==> src/design/source_lexer_stream_top_assert.svh <==
// ----------------------------------------------------------------------------
// Source lexer stream assertion macros
// Concurrent assertion wrappers that compile away in synthesis.
// ----------------------------------------------------------------------------
`ifndef SOURCE_LEXER_STREAM_TOP_ASSERT_SVH
`define SOURCE_LEXER_STREAM_TOP_ASSERT_SVH
`ifndef SYNTHESIS
`define SLS_ASSERT_IMPL(lbl, clk, rstn, ante, cons) \
    lbl: assert property (@(posedge clk) disable iff (!rstn) (ante) |-> (cons)) \
        else $error("assertion failed");
`define SLS_ASSERT_NEXT(lbl, clk, rstn, ante, cons) \
    lbl: assert property (@(posedge clk) disable iff (!rstn) (ante) |=> (cons)) \
        else $error("assertion failed");
`else
`define SLS_ASSERT_IMPL(lbl, clk, rstn, ante, cons)
`define SLS_ASSERT_NEXT(lbl, clk, rstn, ante, cons)
`endif
`endif

==> src/design/sls_pkg.sv <==
// ----------------------------------------------------------------------------
// Source lexer stream package
// Token types, lexer modes, kind codes and character class helpers.
// ----------------------------------------------------------------------------
package sls_pkg;

    typedef enum logic [4:0] {
        M_IDLE   = 5'd0,
        M_SLASH  = 5'd1,
        M_LINE   = 5'd2,
        M_BLOCK  = 5'd3,
        M_BSTAR  = 5'd4,
        M_NFIRST = 5'd5,
        M_NZX    = 5'd6,
        M_NRUN   = 5'd7,
        M_P1     = 5'd8,
        M_DOT2   = 5'd9,
        M_CH0    = 5'd10,
        M_CH1    = 5'd11,
        M_CHE    = 5'd12,
        M_CHE1   = 5'd13,
        M_STR    = 5'd14,
        M_STRE   = 5'd15,
        M_IDENT  = 5'd16,
        M_ERR    = 5'd17
    } mode_t;

    localparam logic [4:0] K_INT   = 5'd0;
    localparam logic [4:0] K_CHAR  = 5'd1;
    localparam logic [4:0] K_STR   = 5'd2;
    localparam logic [4:0] K_IDENT = 5'd3;
    localparam logic [4:0] K_PUNCT = 5'd4;
    localparam logic [4:0] K_KW    = 5'd5;
    localparam logic [4:0] K_END   = 5'd17;
    localparam logic [4:0] K_ERR   = 5'd18;

    localparam int MAX_TOKENS = 4;
    localparam logic [63:0] VALUE_MAX = 64'h7FFF_FFFF_FFFF_FFFF;
    localparam logic [6:0] DIGIT_NONE = 7'd99;

    localparam logic [63:0] KW_TEXT [12] = '{
        64'("return"), 64'("if"), 64'("else"), 64'("for"), 64'("func"), 64'("var"),
        64'("extern"), 64'("sizeof"), 64'("break"), 64'("continue"), 64'("type"),
        64'("struct")
    };
    localparam int KW_LEN [12] = '{6, 2, 4, 3, 4, 3, 6, 6, 5, 8, 4, 6};

    typedef struct packed {
        logic [4:0]  kind;
        logic [31:0] start;
        logic [15:0] len;
        logic [63:0] value;
        logic [23:0] punct;
        logic        fin;
    } tok_t;

    typedef struct packed {
        logic [2:0]       cnt;
        tok_t [3:0]       tok;
    } bun_t;

    function automatic tok_t mk_tok(logic [4:0] kind, logic [31:0] start, logic [15:0] len,
                                    logic [63:0] value, logic [23:0] punct, logic fin);
        tok_t t;
        t.kind  = kind;
        t.start = start;
        t.len   = len;
        t.value = value;
        t.punct = punct;
        t.fin   = fin;
        return t;
    endfunction

    function automatic bun_t push_tok(bun_t b, tok_t t);
        bun_t r;
        r = b;
        if (r.cnt < 3'(MAX_TOKENS))
        begin
            r.tok[r.cnt[1:0]] = t;
            r.cnt = r.cnt + 3'd1;
        end
        return r;
    endfunction

    function automatic logic is_space(logic [7:0] c);
        return c inside {8'd32, [8'd9:8'd13]};
    endfunction

    function automatic logic is_digit(logic [7:0] c);
        return c inside {["0":"9"]};
    endfunction

    function automatic logic is_alpha(logic [7:0] c);
        return c inside {["a":"z"], ["A":"Z"], "_"};
    endfunction

    function automatic logic is_alnum(logic [7:0] c);
        return is_alpha(c) || is_digit(c);
    endfunction

    function automatic logic p1_start(logic [7:0] c);
        return c inside {"=", "!", "<", ">", ":", "+", "-", "*", "|", "&", "."};
    endfunction

    function automatic logic single_only(logic [7:0] c);
        return c inside {"(", ")", "[", "]", "{", "}", ";", ",", "@"};
    endfunction

    function automatic logic eq_first(logic [7:0] c);
        return c inside {"=", "!", "<", ">", ":", "+", "-", "*", "/"};
    endfunction

    function automatic logic single_ok(logic [7:0] c);
        return c inside {"+", "-", "*", "/", "(", ")", "<", ">", ";", "{", "}", "=", ",",
                         "&", "[", "]", ".", "@"};
    endfunction

    function automatic logic [6:0] digit_val(logic [7:0] c);
        logic [6:0] d;
        d = DIGIT_NONE;
        if (is_digit(c))
            d = 7'(c - 8'h30);
        else if (c inside {["a":"f"]})
            d = 7'(c - 8'h57);
        else if (c inside {["A":"F"]})
            d = 7'(c - 8'h37);
        return d;
    endfunction

    function automatic logic [63:0] esc_value(logic [7:0] c);
        logic [7:0] v;
        case (c)
            "0":     v = 8'd0;
            "a":     v = 8'd7;
            "b":     v = 8'd8;
            "t":     v = 8'd9;
            "n":     v = 8'd10;
            "v":     v = 8'd11;
            "f":     v = 8'd12;
            "r":     v = 8'd13;
            default: v = c;
        endcase
        return 64'(v);
    endfunction

    function automatic logic [4:0] kw_kind(logic [63:0] win, logic [31:0] len);
        logic [4:0] k;
        k = K_IDENT;
        for (int i = 11; i >= 0; i--)
        begin
            if (len == 32'(KW_LEN[i]) && win == KW_TEXT[i])
                k = K_KW + 5'(i);
        end
        return k;
    endfunction

endpackage

==> src/design/sls_back.sv <==
// ----------------------------------------------------------------------------
// Source lexer output side
// Sends the tokens of each queued group one per cycle, while the receiver is ready, from an output register.
// ----------------------------------------------------------------------------
module sls_back (
    input  logic          clk,
    input  logic          rst_n,
    input  logic          q_valid,
    input  sls_pkg::bun_t q_data,
    output logic          pop,
    output logic          out_valid,
    input  logic          out_ready,
    output sls_pkg::tok_t out_tok
);

    logic [1:0]    idx_reg, idx_next;
    logic          valid_reg, valid_next;
    sls_pkg::tok_t tok_reg;
    logic          load;
    logic          last;

    always_comb
    begin
        load       = q_valid && (!valid_reg || out_ready);
        last       = (3'(idx_reg) + 3'd1) >= q_data.cnt;
        pop        = load && last;
        idx_next   = idx_reg;
        if (load)
            idx_next = last ? 2'd0 : idx_reg + 2'd1;
        valid_next = load || (valid_reg && !out_ready);
        out_valid  = valid_reg;
        out_tok    = tok_reg;
    end

    always_ff @(posedge clk)
    begin
        if (load)
            tok_reg <= q_data.tok[idx_reg];
    end

    always_ff @(posedge clk or negedge rst_n)
    begin
        if (!rst_n)
        begin
            idx_reg   <= 2'd0;
            valid_reg <= 1'b0;
        end
        else
        begin
            idx_reg   <= idx_next;
            valid_reg <= valid_next;
        end
    end

endmodule

==> config.mk <==
export PLATFORM = sky130hd
export DESIGN_NAME = sls_back
export DESIGN_NICKNAME = d
export VERILOG_FILES = /design/src/design/source_lexer_stream_top_assert.svh /design/src/design/sls_pkg.sv /design/src/design/sls_back.sv
export SDC_FILE = /design/constraint.sdc
export NUM_CORES = 1
export LEC_CHECK = 0
export ABC_AREA = 0
export BUFFER_PORTS_ARGS = -buffer_cell sky130_fd_sc_hd__buf_2
export CORE_AREA = 5 5 274 276
export CTS_CLUSTER_DIAMETER = 200
export DETAILED_ROUTE_END_ITERATION = 8
export DIE_AREA = 0 0 279 281
export HOLD_SLACK_MARGIN = 0.05
export PLACE_DENSITY = 0.44
export SYNTH_ARGS = -nofsm -noshare
export SYNTH_HDL_FRONTEND = slang
export SYNTH_SLANG_ARGS = --single-unit
export TNS_END_PERCENT = 20
==> constraint.sdc <==
create_clock -name clk -period 6 [get_ports clk]
set_input_delay 0.9 -clock clk [delete_from_list [all_inputs] [get_ports clk]]
set_output_delay 0.9 -clock clk [all_outputs]
set_load 0.01 [all_outputs]
==> results.cfg <==
[floorplan]
coreArea_um2 = 72340
pin_count = 719
die_height_um = 281
die_w_um = 279
rows = 99
die_area_um2 = 78400
initial_core_util = 0.1090

[logic_synthesis]
synth_seq_cells = 145
synth.distinct_cells = 20
ys_seq_area_frac = 0.5505
avgSynthCellArea_um2 = 23.25
mappedNetlistArea_um2 = 7883
ys_warn_count = 0
syn_inst = 339
syn-num-nets = 918

[place]
dp_cells = 1991
pre_cts_ws_ns = 2.806
hpwl_mm = 33.71
placed_cell_area_um2 = 12530
gp_congestion = 0.9079
portBuffers = 718

[layout]
fillerInstances = 7995
seq_area_um2 = 4347
drive_gt1_frac = 0.8448
multi_input_area_um2 = 3329
layout_common_cells = buf_2, mux4_2, edfxtp_1, clkbuf_16, buf_4
fin_area_um2 = 13110
layout_commonest_cell = buf_2
fin_cells = 2027
fin_util = 0.1813
area_delta_synth_final_pct = 66.35
largest_reg_flops = 142
fin_nets = 1630

[cts]
cts_tree = yes
root_buffer = clkbuf_16
clkSlewWorstSetupHoldPaths_ns = 0.06
cts_sinks = 145
post_cts_buffers = 0
cts_made_buffers = 17
holdBufCountCts = 0
ctsHtreeMaxLevel = 4
post_cts_resized = 0
clk_latency_ns = 0.47
clockBufferDepth = 2

[drt]
post_drt_wl_per_cell_um = 19.44
antenna_left = 0
wl_mm = 39.40
drc_errors = 0
drt_iter0_drc = 256
avgViaCountPerCell = 3.400
drt_first_pass_iters = 4
vias = 6892

[sta]
setup-violations-final = 0
hold_violations = 0
maxSlewHeadroom = 0.3486
tns_ns = 0
period_minus_slack_ns = 3.385
fin_worst_skew_ns = 0.01203
hold_slack_ns = 0.2296
max_freq_ghz = 0.2955
period_share = 0.5641
rsz0062_at_grt = no
drv_slew = 0
tightest_slew_ns = 0.9770
setup_slack_ns = 2.615

[job]
drv_cap = 0

[power_and_ir_drop]
power_density_nw_per_um2 = 346.8
peakVddDrop_uv = 323.2
total_power_mw = 4.548
p_leak_nw = 5.419

[worst_setup_path]
r2r-end = out_tok[4]
r2r_setup_slack_ns = 2.91
critical_path_required_ns = 5.10
reg2reg_from = idx_reg[0]
crit_type = register to output pin
critPathArrivalTime_ns = 2.48
path_max_fanout = 28
worstSetupStartpoint = idx_reg[0]
worst_setup_path_end_kind = output pin
reg2reg_depth = 3
endpoint = pop
worst_setup_path_start_kind = register

[min_path]
min_path_type = input port to asynchronous set/reset pin

[grt]
grt_max_degree = 67
use_met3 = 0.04494
grt_util_met1 = 0.1017
grt_overflow = 0
busiest_layer = met2
grt_pass1_wl_mm = 54.11
grt_pass1_vias = 7920
gr-usage-all-layers = 0.09584
antenna_found_initial = 10
use_met2 = 0.1646

[outcome]
status = finished, final reports clean
-- cell type report --
cell class,count,area share
flip-flops and latches,145,0.3315
clock inverters,13,0.01050
well taps,959,0.09151
multi-input cells,159,0.2539
repair buffers,725,0.2781
clock buffers,18,0.03273
inverters,3,0.0008588
diodes,5,0.0009542
-- power breakdown --
part           leakage, nW  total, mW  switching [mW]  internal, mW
registers             1.39       1.60           0.127          1.48
clock network        0.276       1.09           0.480         0.609
logic                 3.76       1.85           0.824          1.03
total                 5.42       4.55            1.43          3.12
-- how the worst min path moves through the flow --
stage               from    endpoint  slack (ns)
2_1_floorplan  out_valid   out_valid        0.59
6_report           rst_n  idx_reg[0]        0.23
3_5_place_dp   out_valid   out_valid        0.57
5_1_grt            rst_n  idx_reg[0]        0.18
3_3_place_gp   out_valid   out_valid        0.57
4_1_cts            rst_n  idx_reg[0]        0.16
-- critical path: stages, from the launching register on --
cell,delay [ns]
dfrtp_4,0.74
ha_1,0.33
ha_1,0.28
nand2_1,0.04
o21ai_0,0.31
and2_1,0.19
buf_2,0.13
-- Yosys cell counts, drive strengths merged --
master	instances	area [um2]
clkbuf	6	22.52
inv	3	11.26
o22ai	1	6.260
buf	26	182.7
a21boi	1	7.510
edfxtp	142	4264
nand2	1	3.750
nand3b	1	7.510
nor2b	1	6.260
nand2b	2	12.51
dfrtp	3	75.07
a21oi	1	5.000
mux4	142	3198
o21ai	1	5.000
o21bai	1	7.510
nand3	1	5.000
ha	4	50.05
and2	2	12.51
-- cells by family (layout without fill, tap and decap cells) --
kind of cell | after synthesis | after routing | share of synthesized area
AO/OA/AOI/OAI | 5 | 5 | 0.003968
adder cells (fa/ha/maj) | 4 | 4 | 0.006349
buffers and inverters | 35 | 759 | 0.02746
flip-flops | 145 | 145 | 0.5505
multiplexers | 142 | 142 | 0.4057
other | 0 | 5 | 0
AND/OR/NAND/NOR | 8 | 8 | 0.006031
-- routing by layer --
layer | vias up | part of all wire
li1 | 3007 | -
met1 | 3375 | 0.35
met2 | 451 | 0.51
met3 | 51 | 0.12
met4 | 8 | 0.028
met5 | - | 0.0011
No activity file was read; power rests on OpenSTA's default activity.
