==> config.mk <==
export PLATFORM = sky130hd
export DESIGN_NAME = sls_queue
export DESIGN_NICKNAME = d
export VERILOG_FILES = /design/src/design/sls_pkg.sv /design/src/design/sls_queue.sv
export VERILOG_INCLUDE_DIRS = /design/src /design/src/design
export SDC_FILE = /design/constraint.sdc
export NUM_CORES = 1
export LEC_CHECK = 0
export ABC_AREA = 1
export BUFFER_PORTS_ARGS = -buffer_cell sky130_fd_sc_hd__buf_2
export CAP_MARGIN = 20
export CORE_AREA = 4 4 447 449
export DETAILED_ROUTE_END_ITERATION = 10
export DIE_AREA = 0 0 451 453
export PLACE_DENSITY_LB_ADDON = 0.1
export SLEW_MARGIN = 10
export SYNTH_ARGS = -nofsm -noshare
export SYNTH_HDL_FRONTEND = slang
export SYNTH_SLANG_ARGS = --single-unit
==> constraint.sdc <==
create_clock -name clk -period 12.8 [get_ports clk]
set_input_delay 0 -clock clk [delete_from_list [all_inputs] [get_ports clk]]
set_output_delay 0 -clock clk [all_outputs]
set_load 0.005 [all_outputs]
==> src/design/source_lexer_stream_top_assert.svh <==
// ----------------------------------------------------------------------------
// Source lexer stream assertion macros
// Concurrent assertion wrappers that compile away in synthesis.
// ----------------------------------------------------------------------------
`ifndef SOURCE_LEXER_STREAM_TOP_ASSERT_SVH
`define SOURCE_LEXER_STREAM_TOP_ASSERT_SVH
`ifndef SYNTHESIS
`define SLS_ASSERT_IMPL(lbl, clk, rstn, ante, cons) \
    lbl: assert property (@(posedge clk) disable iff (!rstn) (ante) |-> (cons)) \
        else $error("assertion failed");
`define SLS_ASSERT_NEXT(lbl, clk, rstn, ante, cons) \
    lbl: assert property (@(posedge clk) disable iff (!rstn) (ante) |=> (cons)) \
        else $error("assertion failed");
`else
`define SLS_ASSERT_IMPL(lbl, clk, rstn, ante, cons)
`define SLS_ASSERT_NEXT(lbl, clk, rstn, ante, cons)
`endif
`endif

==> src/design/sls_pkg.sv <==
// ----------------------------------------------------------------------------
// Source lexer stream package
// Token types, lexer modes, kind codes and character class helpers.
// ----------------------------------------------------------------------------
package sls_pkg;

    typedef enum logic [4:0] {
        M_IDLE   = 5'd0,
        M_SLASH  = 5'd1,
        M_LINE   = 5'd2,
        M_BLOCK  = 5'd3,
        M_BSTAR  = 5'd4,
        M_NFIRST = 5'd5,
        M_NZX    = 5'd6,
        M_NRUN   = 5'd7,
        M_P1     = 5'd8,
        M_DOT2   = 5'd9,
        M_CH0    = 5'd10,
        M_CH1    = 5'd11,
        M_CHE    = 5'd12,
        M_CHE1   = 5'd13,
        M_STR    = 5'd14,
        M_STRE   = 5'd15,
        M_IDENT  = 5'd16,
        M_ERR    = 5'd17
    } mode_t;

    localparam logic [4:0] K_INT   = 5'd0;
    localparam logic [4:0] K_CHAR  = 5'd1;
    localparam logic [4:0] K_STR   = 5'd2;
    localparam logic [4:0] K_IDENT = 5'd3;
    localparam logic [4:0] K_PUNCT = 5'd4;
    localparam logic [4:0] K_KW    = 5'd5;
    localparam logic [4:0] K_END   = 5'd17;
    localparam logic [4:0] K_ERR   = 5'd18;

    localparam int MAX_TOKENS = 4;
    localparam logic [63:0] VALUE_MAX = 64'h7FFF_FFFF_FFFF_FFFF;
    localparam logic [6:0] DIGIT_NONE = 7'd99;

    localparam logic [63:0] KW_TEXT [12] = '{
        64'("return"), 64'("if"), 64'("else"), 64'("for"), 64'("func"), 64'("var"),
        64'("extern"), 64'("sizeof"), 64'("break"), 64'("continue"), 64'("type"),
        64'("struct")
    };
    localparam int KW_LEN [12] = '{6, 2, 4, 3, 4, 3, 6, 6, 5, 8, 4, 6};

    typedef struct packed {
        logic [4:0]  kind;
        logic [31:0] start;
        logic [15:0] len;
        logic [63:0] value;
        logic [23:0] punct;
        logic        fin;
    } tok_t;

    typedef struct packed {
        logic [2:0]       cnt;
        tok_t [3:0]       tok;
    } bun_t;

    function automatic tok_t mk_tok(logic [4:0] kind, logic [31:0] start, logic [15:0] len,
                                    logic [63:0] value, logic [23:0] punct, logic fin);
        tok_t t;
        t.kind  = kind;
        t.start = start;
        t.len   = len;
        t.value = value;
        t.punct = punct;
        t.fin   = fin;
        return t;
    endfunction

    function automatic bun_t push_tok(bun_t b, tok_t t);
        bun_t r;
        r = b;
        if (r.cnt < 3'(MAX_TOKENS))
        begin
            r.tok[r.cnt[1:0]] = t;
            r.cnt = r.cnt + 3'd1;
        end
        return r;
    endfunction

    function automatic logic is_space(logic [7:0] c);
        return c inside {8'd32, [8'd9:8'd13]};
    endfunction

    function automatic logic is_digit(logic [7:0] c);
        return c inside {["0":"9"]};
    endfunction

    function automatic logic is_alpha(logic [7:0] c);
        return c inside {["a":"z"], ["A":"Z"], "_"};
    endfunction

    function automatic logic is_alnum(logic [7:0] c);
        return is_alpha(c) || is_digit(c);
    endfunction

    function automatic logic p1_start(logic [7:0] c);
        return c inside {"=", "!", "<", ">", ":", "+", "-", "*", "|", "&", "."};
    endfunction

    function automatic logic single_only(logic [7:0] c);
        return c inside {"(", ")", "[", "]", "{", "}", ";", ",", "@"};
    endfunction

    function automatic logic eq_first(logic [7:0] c);
        return c inside {"=", "!", "<", ">", ":", "+", "-", "*", "/"};
    endfunction

    function automatic logic single_ok(logic [7:0] c);
        return c inside {"+", "-", "*", "/", "(", ")", "<", ">", ";", "{", "}", "=", ",",
                         "&", "[", "]", ".", "@"};
    endfunction

    function automatic logic [6:0] digit_val(logic [7:0] c);
        logic [6:0] d;
        d = DIGIT_NONE;
        if (is_digit(c))
            d = 7'(c - 8'h30);
        else if (c inside {["a":"f"]})
            d = 7'(c - 8'h57);
        else if (c inside {["A":"F"]})
            d = 7'(c - 8'h37);
        return d;
    endfunction

    function automatic logic [63:0] esc_value(logic [7:0] c);
        logic [7:0] v;
        case (c)
            "0":     v = 8'd0;
            "a":     v = 8'd7;
            "b":     v = 8'd8;
            "t":     v = 8'd9;
            "n":     v = 8'd10;
            "v":     v = 8'd11;
            "f":     v = 8'd12;
            "r":     v = 8'd13;
            default: v = c;
        endcase
        return 64'(v);
    endfunction

    function automatic logic [4:0] kw_kind(logic [63:0] win, logic [31:0] len);
        logic [4:0] k;
        k = K_IDENT;
        for (int i = 11; i >= 0; i--)
        begin
            if (len == 32'(KW_LEN[i]) && win == KW_TEXT[i])
                k = K_KW + 5'(i);
        end
        return k;
    endfunction

endpackage

==> src/design/sls_queue.sv <==
// ----------------------------------------------------------------------------
// Source lexer token queue
// Small FIFO of token groups between the front end and the output side.
// ----------------------------------------------------------------------------
`include "source_lexer_stream_top_assert.svh"

module sls_queue #(
    parameter int DEPTH = 4
) (
    input  logic          clk,
    input  logic          rst_n,
    input  logic          push,
    input  sls_pkg::bun_t wr_data,
    output logic          wr_ready,
    input  logic          pop,
    output logic          rd_valid,
    output sls_pkg::bun_t rd_data
);

    localparam int PTR_W = (DEPTH > 1) ? $clog2(DEPTH) : 1;
    localparam int CNT_W = $clog2(DEPTH + 1);

    sls_pkg::bun_t    mem [DEPTH];
    logic [PTR_W-1:0] wr_ptr_reg, wr_ptr_next;
    logic [PTR_W-1:0] rd_ptr_reg, rd_ptr_next;
    logic [CNT_W-1:0] count_reg, count_next;

    always_comb
    begin
        wr_ready    = count_reg != CNT_W'(DEPTH);
        rd_valid    = count_reg != '0;
        rd_data     = mem[rd_ptr_reg];
        wr_ptr_next = (wr_ptr_reg == PTR_W'(DEPTH - 1)) ? '0 : wr_ptr_reg + PTR_W'(1);
        rd_ptr_next = (rd_ptr_reg == PTR_W'(DEPTH - 1)) ? '0 : rd_ptr_reg + PTR_W'(1);
        count_next  = count_reg;
        if (push && !pop)
            count_next = count_reg + CNT_W'(1);
        else if (pop && !push)
            count_next = count_reg - CNT_W'(1);
    end

    always_ff @(posedge clk)
    begin
        if (push)
            mem[wr_ptr_reg] <= wr_data;
    end

    always_ff @(posedge clk or negedge rst_n)
    begin
        if (!rst_n)
        begin
            wr_ptr_reg <= '0;
            rd_ptr_reg <= '0;
            count_reg  <= '0;
        end
        else
        begin
            if (push)
                wr_ptr_reg <= wr_ptr_next;
            if (pop)
                rd_ptr_reg <= rd_ptr_next;
            count_reg <= count_next;
        end
    end

    `SLS_ASSERT_IMPL(a_no_push_full, clk, rst_n, push, count_reg != CNT_W'(DEPTH))
    `SLS_ASSERT_IMPL(a_no_pop_empty, clk, rst_n, pop, count_reg != '0)
    `SLS_ASSERT_IMPL(a_group_nonempty, clk, rst_n, push, wr_data.cnt != 3'd0)
    `SLS_ASSERT_NEXT(a_count_up, clk, rst_n, push && !pop, count_reg == $past(count_reg) + CNT_W'(1))

endmodule

==> results of run 1 <==
==> kinds of logic after synthesis <==
logic type,after synthesis,share of synthesized area (%)
adders and majority gates,7,0.106
AOI/OAI and AO/OA,1147,9.54
and+or+nand+nor,1732,7.22
buffers and inverters,1537,6.79
DFF,2291,76.3
xor gates and xnor gates,1,0.00972
==> cells in the mapped netlist, drive strengths merged <==
cell,instances
ha,6
fa,1
o21ai,5
dfrtp,7
nand3,3
clkbuf,101
inv,1157
nand2,1726
nand4,1
nor2,2
xnor2,1
o211ai,1142
buf,279
edfxtp,2284
==> path summary, 6_finish.rpt <==
| path | startpoint | endpoint | slack [ns] | cells past startpoint |
|---|---|---|---|---|
| setup / recovery | rd_ptr_reg[0] | rd_data[317] | 7.58 | 8 |
| min in group asynchronous | rst_n | rd_ptr_reg[1] | 0.21 | 3 |
| hold / removal | wr_data[277] | mem[0][277] | 0.05 | 2 |
| hold reg to reg | count_reg[2] | count_reg[2] | 0.49 | 2 |
| max in group asynchronous | rst_n | rd_ptr_reg[1] | 12.32 | 3 |
| setup reg to reg | wr_ptr_reg[0] | mem[0][352] | 9.02 | 6 |
==> through the flow <==
step | hold WS (ns) | cells | util, % | total power, uW
3_3_place_gp | -0.152 | 10200 | 49.9 | 17300
3_5_place_dp | -0.148 | 10200 | 49.9 | 17300
4_1_cts | 0.000202 | 11700 | 59.4 | 24000
2_1_floorplan | -0.296 | 6715 | - | 14700
5_1_grt | 0.00806 | 11800 | 59.4 | 25000
6_report | 0.0531 | 11800 | 59.5 | 23700
==> power groups by stage <==
| stage | logic [uW] | registers, uW | clock network (uW) |
|---|---|---|---|
| floorplan | 3960 | 10700 | 0 |
| finish | 7470 | 9870 | 6360 |
| CTS | 7620 | 9870 | 6500 |
| global placement | 7250 | 10000 | 0 |
| global route | 8230 | 9960 | 6830 |
| detailed placement | 7300 | 10000 | 0 |
==> timing repair <==
item / in CTS / in global routing
hold buffers: 1141 / 0
setup endpoints to repair: 0 / 0
hold endpoints to repair: 2360 / 0
setup buffers: 0 / 0
==> final cells by class <==
cell class                      count  share of cell area (%)
Antenna cell                       56                   0.120
Clock buffer                      308                    5.31
Clock inverter                    128                   0.777
Inverter                         1157                    3.76
Multi-Input combinational cell   2887                    13.0
Sequential cell                  2291                    58.9
Tap cell                         2640                    2.83
Timing Repair Buffer             2339                    15.2
==> metal layers <==
layer	GRT usage [%]	vias up	wire length (um)
li1	-	28100	-
met1	27.9	27900	94200
met2	38.0	1508	116000
met3	5.53	504	15000
met4	11.2	20	13100
met5	0	-	113
==> metrics, run 1 <==
proportion of netlist area held by the largest area contributor 76.1%; mean area per synthesized cell 13.4 um2; Gate power share 31.5%; largest net degree at the start of global routing 267; Lkg Pwr 0.0467 uW; number of global-route vias before repair approximately 55000; actual transition at the worst max-transition pin ~1.3 ns; fmax roughly 0.19 GHz; synth-to-layout area growth 29.6%; First DRT Iteration DRCs approximately 3800; post-layout minimum cycle time 5.22 ns; total negative slack 0 ns; post-cts resize count 0; Min-Delay Path Class in2reg; flip-flop count of the largest register, all copies and words added about 2300; switching component of the power 8110 uW; Avg WL per Cell 20.2 um; worst slack at placement roughly 8.4 ns; detail-routed via count per cell 4.92; cell at the root of the clock tree clkbuf_16; number of unique standard cell types used by synthesis 17; Buf+Inv Stages, Crit Path 5; Startpoint Class flip-flop; total of max-cap violations 0; residual DRC count 0; endpoint required time on the critical path 12.80 ns; Detailed Routing Iterations Pass 1 6; clock network fraction of total power between 20% and 30%; largest fanout of any net on the critical path 266; GR Overflow Total 0; placed wire-length estimate between 100000 and 150000 um; Clock transition at path regs about 0.060 ns; H-tree depth 4; cell-by-cell trace of the critical path inv_8 > buf_12 > buf_12 > buf_12 > nand2_1 > o211ai_1 > nand2_1 > buf_2; cell type with the highest aggregate area in the netlist edfxtp_1; standard-cell row count ~160; number of pins exceeding their max-slew limit in the final report 0; CP max stage cell buf_12; switching power as a share of total power around 34%; commonest non-fill, non-tap cells in the layout edfxtp_1 (2284), nand2_1 (1726), inv_1 (1151); maximum resistive drop on vdd around 0.00018 V; number of antenna violations at the first check in global routing 73; routed wire length 238000 um; net count of the mapped netlist 7297; vias post-DR around 58000; Clock Skew around 0.023 ns; final hold violation count 0; most frequent cell on the critical path buf_12; part of the Yosys area used for sequential elements 76.3%; number of synthesized register bits 2291; final critical-path share of the clock period between 40% and 50%; global routing usage summed across all routing layers a little under a quarter; area used by multi-input combinational logic 15200 um2; commonest non-fill, non-tap cell in the layout edfxtp_1; top-level port count 1148; family with the most delay on the worst path buffers and inverters; internal power consumption 15600 uW; synthesis warning total 0; count of nets after finishing 9493; die outline area around 200000 um2; cell types with the largest area share after synthesis edfxtp_1 (76%), o211ai_1 (9.5%), nand2_1 (7.2%), inv_1 (4.8%), buf_2 (1.5%); P per Cell Area 203 nW/um2; number of nets still failing antenna checks after routing 0; Inserted Clock Buffers 235; TritonCTS clock tree yes; RSZ-0062 raised after global routing no; clock latency at the later pin of the worst-skew pair between 0.8 and 0.9 ns; starting density of the core 45.9%; post-synthesis instance area 90100 um2; wire length of the first global-routing pass about 350000 um; portion of total power attributed to sequential cells 41.6%; crit path setup slack, layout 7.58 ns; normalized max-slew margin between 10% and 20%; CTS Sinks about 2300; die boundary width roughly 450 um; Placed Area 98000 um2; Design Area, Final 117000 um2; number of endpoints failing setup at the final stage 0; Critical Path End Type output port; Synth Instances 6715; biggest cell delay along the critical path 0.75 ns; Placer Congestion around 0.79; fraction of layout cells with a size suffix above 1 16.5%; Die Ht 453 um; result of the run finished clean; count of port buffers added during placement 1147; fillcell total 15900; Core Area 196000 um2; worst path arrival time around 5.2 ns; class of the most critical setup path reg2out; area of all sequential standard cells 68800 um2; number of buffers on the longest clock path 3
No activity file was read; power rests on OpenSTA's default activity.
==> run 2: changes to the inputs <==
ABC_AREA = 0   (was 1)
CORE_AREA = 4 4 443 445   (was 4 4 447 449)
DIE_AREA = 0 0 447 449   (was 0 0 451 453)
clock period = 4.5 ns   (was 12.8 ns; I/O delays follow)
==> run 2 against run 1 <==
Compared with the run above:
- synthesized cell count fell by 55%
- sequential power rose to 2.8 times the previous value
- combinational power grew to 2.6 times the previous value
- critical path depth decreased by 5
- via count fell by 28%
- cell count is 30% lower
- clock skew increased by 0.0098 ns
==> metrics, run 2 <==
result of the run finished clean (unchanged); fraction of layout cells with a size suffix above 1 36.9% (was 16.5%); H-tree depth 4 (unchanged); proportion of netlist area held by the largest area contributor 82.2% (was 76.1%); standard-cell row count 161 (was 163); First DRT Iteration DRCs 2817 (was 3762); hold path startpoint wr_data[498] (was wr_data[277]); number of flops mapped to enable cells by yosys 2284 (unchanged); Detailed Routing Iterations Pass 1 5 (was 6); Inserted Clock Buffers 231 (was 235); total of max-cap violations 0 (unchanged); Core Area 192000 um2 (was 196000 um2); number of antenna violations at the first check in global routing 62 (was 73); total power 65100 uW (was 23700 uW); cell-by-cell trace of the critical path buf_12 > mux4_2 > buf_2 (was inv_8 > buf_12 > buf_12 > buf_12 > nand2_1 > o211ai_1 > nand2_1 > buf_2); net count of the mapped netlist 3603 (was 7297); Placed Area 91900 um2 (was 98000 um2); switching power as a share of total power 29.3% (was 34.2%); most used standard cell by instance count after synthesis edfxtp_1 (unchanged); Lkg Pwr 0.0380 uW (was 0.0467 uW); family with the most delay on the worst path flip-flops (was buffers and inverters); Min Hold Slack 0.0868 ns (was 0.0531 ns); switching component of the power 19100 uW (was 8110 uW); Clock transition at path regs 0.06 ns (about the same); flip-flop count of the largest register, all copies and words added 2284 (unchanged); P per Cell Area 589 nW/um2 (was 203 nW/um2); routed wire length 214000 um (was 238000 um); GR Overflow Total 0 (unchanged); RSZ-0062 raised after global routing no (unchanged); detail-routed via count per cell 5.08 (was 4.92); commonest non-fill, non-tap cells in the layout edfxtp_1 (2284), buf_2 (1147), dlygate4sd3_1 (1144) (was edfxtp_1 (2284), nand2_1 (1726), inv_1 (1151)); most common flop cell mapped by yosys edfxtp_1 (unchanged); count of nets after finishing 6072 (was 9493); Avg WL per Cell 26.0 um (was 20.2 um); Buf+Inv Stages, Crit Path 2 (was 5); cell at the root of the clock tree clkbuf_16 (unchanged); post-synthesis instance area 83500 um2 (was 90100 um2); global routing usage summed across all routing layers 21.3% (was 22.8%); top post-synthesis cells by count edfxtp_1 (2284), mux4_2 (571), buf_12 (62) (was edfxtp_1 (2284), nand2_1 (1726), inv_1 (1155)); synth-to-layout area growth 32.5% (was 29.6%); maximum resistive drop on vdd 0.000429 V (was 0.000179 V); Min-Delay Path Class in2reg (unchanged); Synth Instances 3021 (was 6715); count of port buffers added during placement 1147 (unchanged); actual transition at the worst max-transition pin 1.03 ns (was 1.26 ns); largest net degree at the start of global routing 111 (was 267); number of synthesized register bits 2291 (unchanged); Clock Skew 0.0328 ns (was 0.0230 ns); starting density of the core 43.4% (was 45.9%); internal power consumption 46000 uW (was 15600 uW); Design Area, Final 111000 um2 (was 117000 um2); class of the most critical setup path reg2out (unchanged); number of global-route vias before repair 44700 (was 55400); number of nets still failing antenna checks after routing 0 (unchanged); synthesis warning total 0 (unchanged); cell type with the highest aggregate area in the netlist edfxtp_1 (unchanged); Startpoint Class flip-flop (unchanged); number of unique standard cell types used by synthesis 20 (was 17); post-synthesis async set-or-reset flop share 0.306% (unchanged); die boundary width 447 um (was 451 um); post-layout minimum cycle time 3.25 ns; number of buffers on the longest clock path 3 (unchanged); Worst R2R Start wr_ptr_reg[0] (unchanged); vias post-DR 41900 (was 58100); worst path arrival time 3.25 ns (was 5.22 ns); final critical-path share of the clock period 72.3%; number of standard cells in the layout, taps in and fillers out 8248 (was 11800); CTS Sinks 2291 (unchanged); portion of total power attributed to sequential cells 43.2% (was 41.6%); largest fanout of any net on the critical path 55 (was 266); CP max stage cell dfrtp_4 (was buf_12); endpoint required time on the critical path 4.50 ns (was 12.80 ns); number of post-CTS setup repair buffers 0 (unchanged); mean area per synthesized cell 27.6 um2 (was 13.4 um2); number of endpoints failing setup at the final stage 0 (unchanged); CP Launch Point rd_ptr_reg[0] (unchanged); final hold violation count 0 (unchanged); die outline area 201000 um2 (was 204000 um2); clock latency at the later pin of the worst-skew pair 0.85 ns (about the same); biggest cell delay along the critical path 1.06 ns (was 0.75 ns); Placer Congestion 0.793 (about the same); normalized max-slew margin 31.3% (was 16.3%); top-level port count 1148 (unchanged); wire length of the first global-routing pass 312000 um (was 353000 um); clock network fraction of total power 27.5% (was 26.8%); cell types with the largest area share after synthesis edfxtp_1 (82%), mux4_2 (15%), buf_12 (1.5%), buf_2 (0.33%), dfrtp_1 (0.21%) (was edfxtp_1 (76%), o211ai_1 (9.5%), nand2_1 (7.2%), inv_1 (4.8%), buf_2 (1.5%)); fillcell total 14600 (was 15900); residual DRC count 0 (unchanged); part of the Yosys area used for sequential elements 82.4% (was 76.3%); TritonCTS clock tree yes (unchanged); placed wire-length estimate 139000 um (was 143000 um); number of cells in the design after placement 6639 (was 10200); Gate power share 29.3% (was 31.5%); Critical Path End Type output port (unchanged); number of pins exceeding their max-slew limit in the final report 0 (unchanged); commonest non-fill, non-tap cell in the layout edfxtp_1 (unchanged); fmax 0.307 GHz; Die Ht 449 um (was 453 um)
-- run 2: changes by cell type after synthesis, sizes merged, moves of 3 or more --
cell,change
o21ai,-3
and2,+4
mux2,+3
nand3,-3
nand2,-1723
mux4,+571
inv,-1153
clkbuf,-96
buf,-156
o211ai,-1142
-- run 2: area by class of cell --
cell class	instances	area (um2)	share of cell area [%]
Clock buffer	301	6090	5.50
Sequential cell	2291	68800	62.2
Clock inverter	124	998	0.903
Tap cell	2526	3160	2.86
Antenna cell	40	100	0.0905
Timing Repair Buffer	2364	18300	16.6
Multi-Input combinational cell	598	13100	11.8
Inverter	4	15.0	0.0136
-- run 2: metrics by stage --
stage               utilization [%]   TNS, ns  setup WS, ns
floorplan                         -  -1114.63        -0.496
global placement               47.8         0          2.02
detailed placement             47.8         0          2.01
CTS                            57.5         0          1.01
global route                   57.5         0         0.994
finish                         57.5         0          1.25
-- run 2: power by group through the flow --
stage               sequential (uW)  combinational [uW]  clock, uW
global placement              28500               18900          0
finish                        28100               19100      17900
floorplan                     28700               11100          0
detailed placement            28600               18800          0
global route                  28400               20400      19400
CTS                           28200               19700      18400
-- run 2: timing repair --
action / CTS / global route
hold buffers: 1144 / 0
gates resized for setup: 0 / 0
hold endpoints to repair: 2348 / 0
-- run 2: cell families after synthesis --
| kind of cell | after synthesis | synth area share (%) |
|---|---|---|
| compound gates | 2 | 0.0120 |
| xor+xnor | 3 | 0.0315 |
| fa+ha+maj | 7 | 0.114 |
| buf+inv | 132 | 1.93 |
| flops | 2291 | 82.4 |
| mux | 574 | 15.5 |
| simple gates | 12 | 0.0690 |
-- run 2: final timing paths --
path	slack [ns]	cells past startpoint	to
setup reg to reg	2.10	3	mem[3][208]
setup / recovery	1.25	3	rd_data[549]
hold / removal	0.09	2	mem[2][498]
max in group asynchronous	3.98	3	rd_ptr_reg[1]
hold reg to reg	0.49	1	count_reg[2]
min in group asynchronous	0.24	3	rd_ptr_reg[0]
-- run 2: layer usage --
metal / share of wire, % / GRT usage [%] / vias to the layer above / wire, um
met2: 52 / 36.7 / 1221 / 111000
met4: 4.3 / 8.25 / 18 / 9140
met1: 37 / 25.4 / 22000 / 79400
li1: - / - / 18300 / -
met5: 0.053 / 0 / - / 113
met3: 6.9 / 6.10 / 398 / 14900
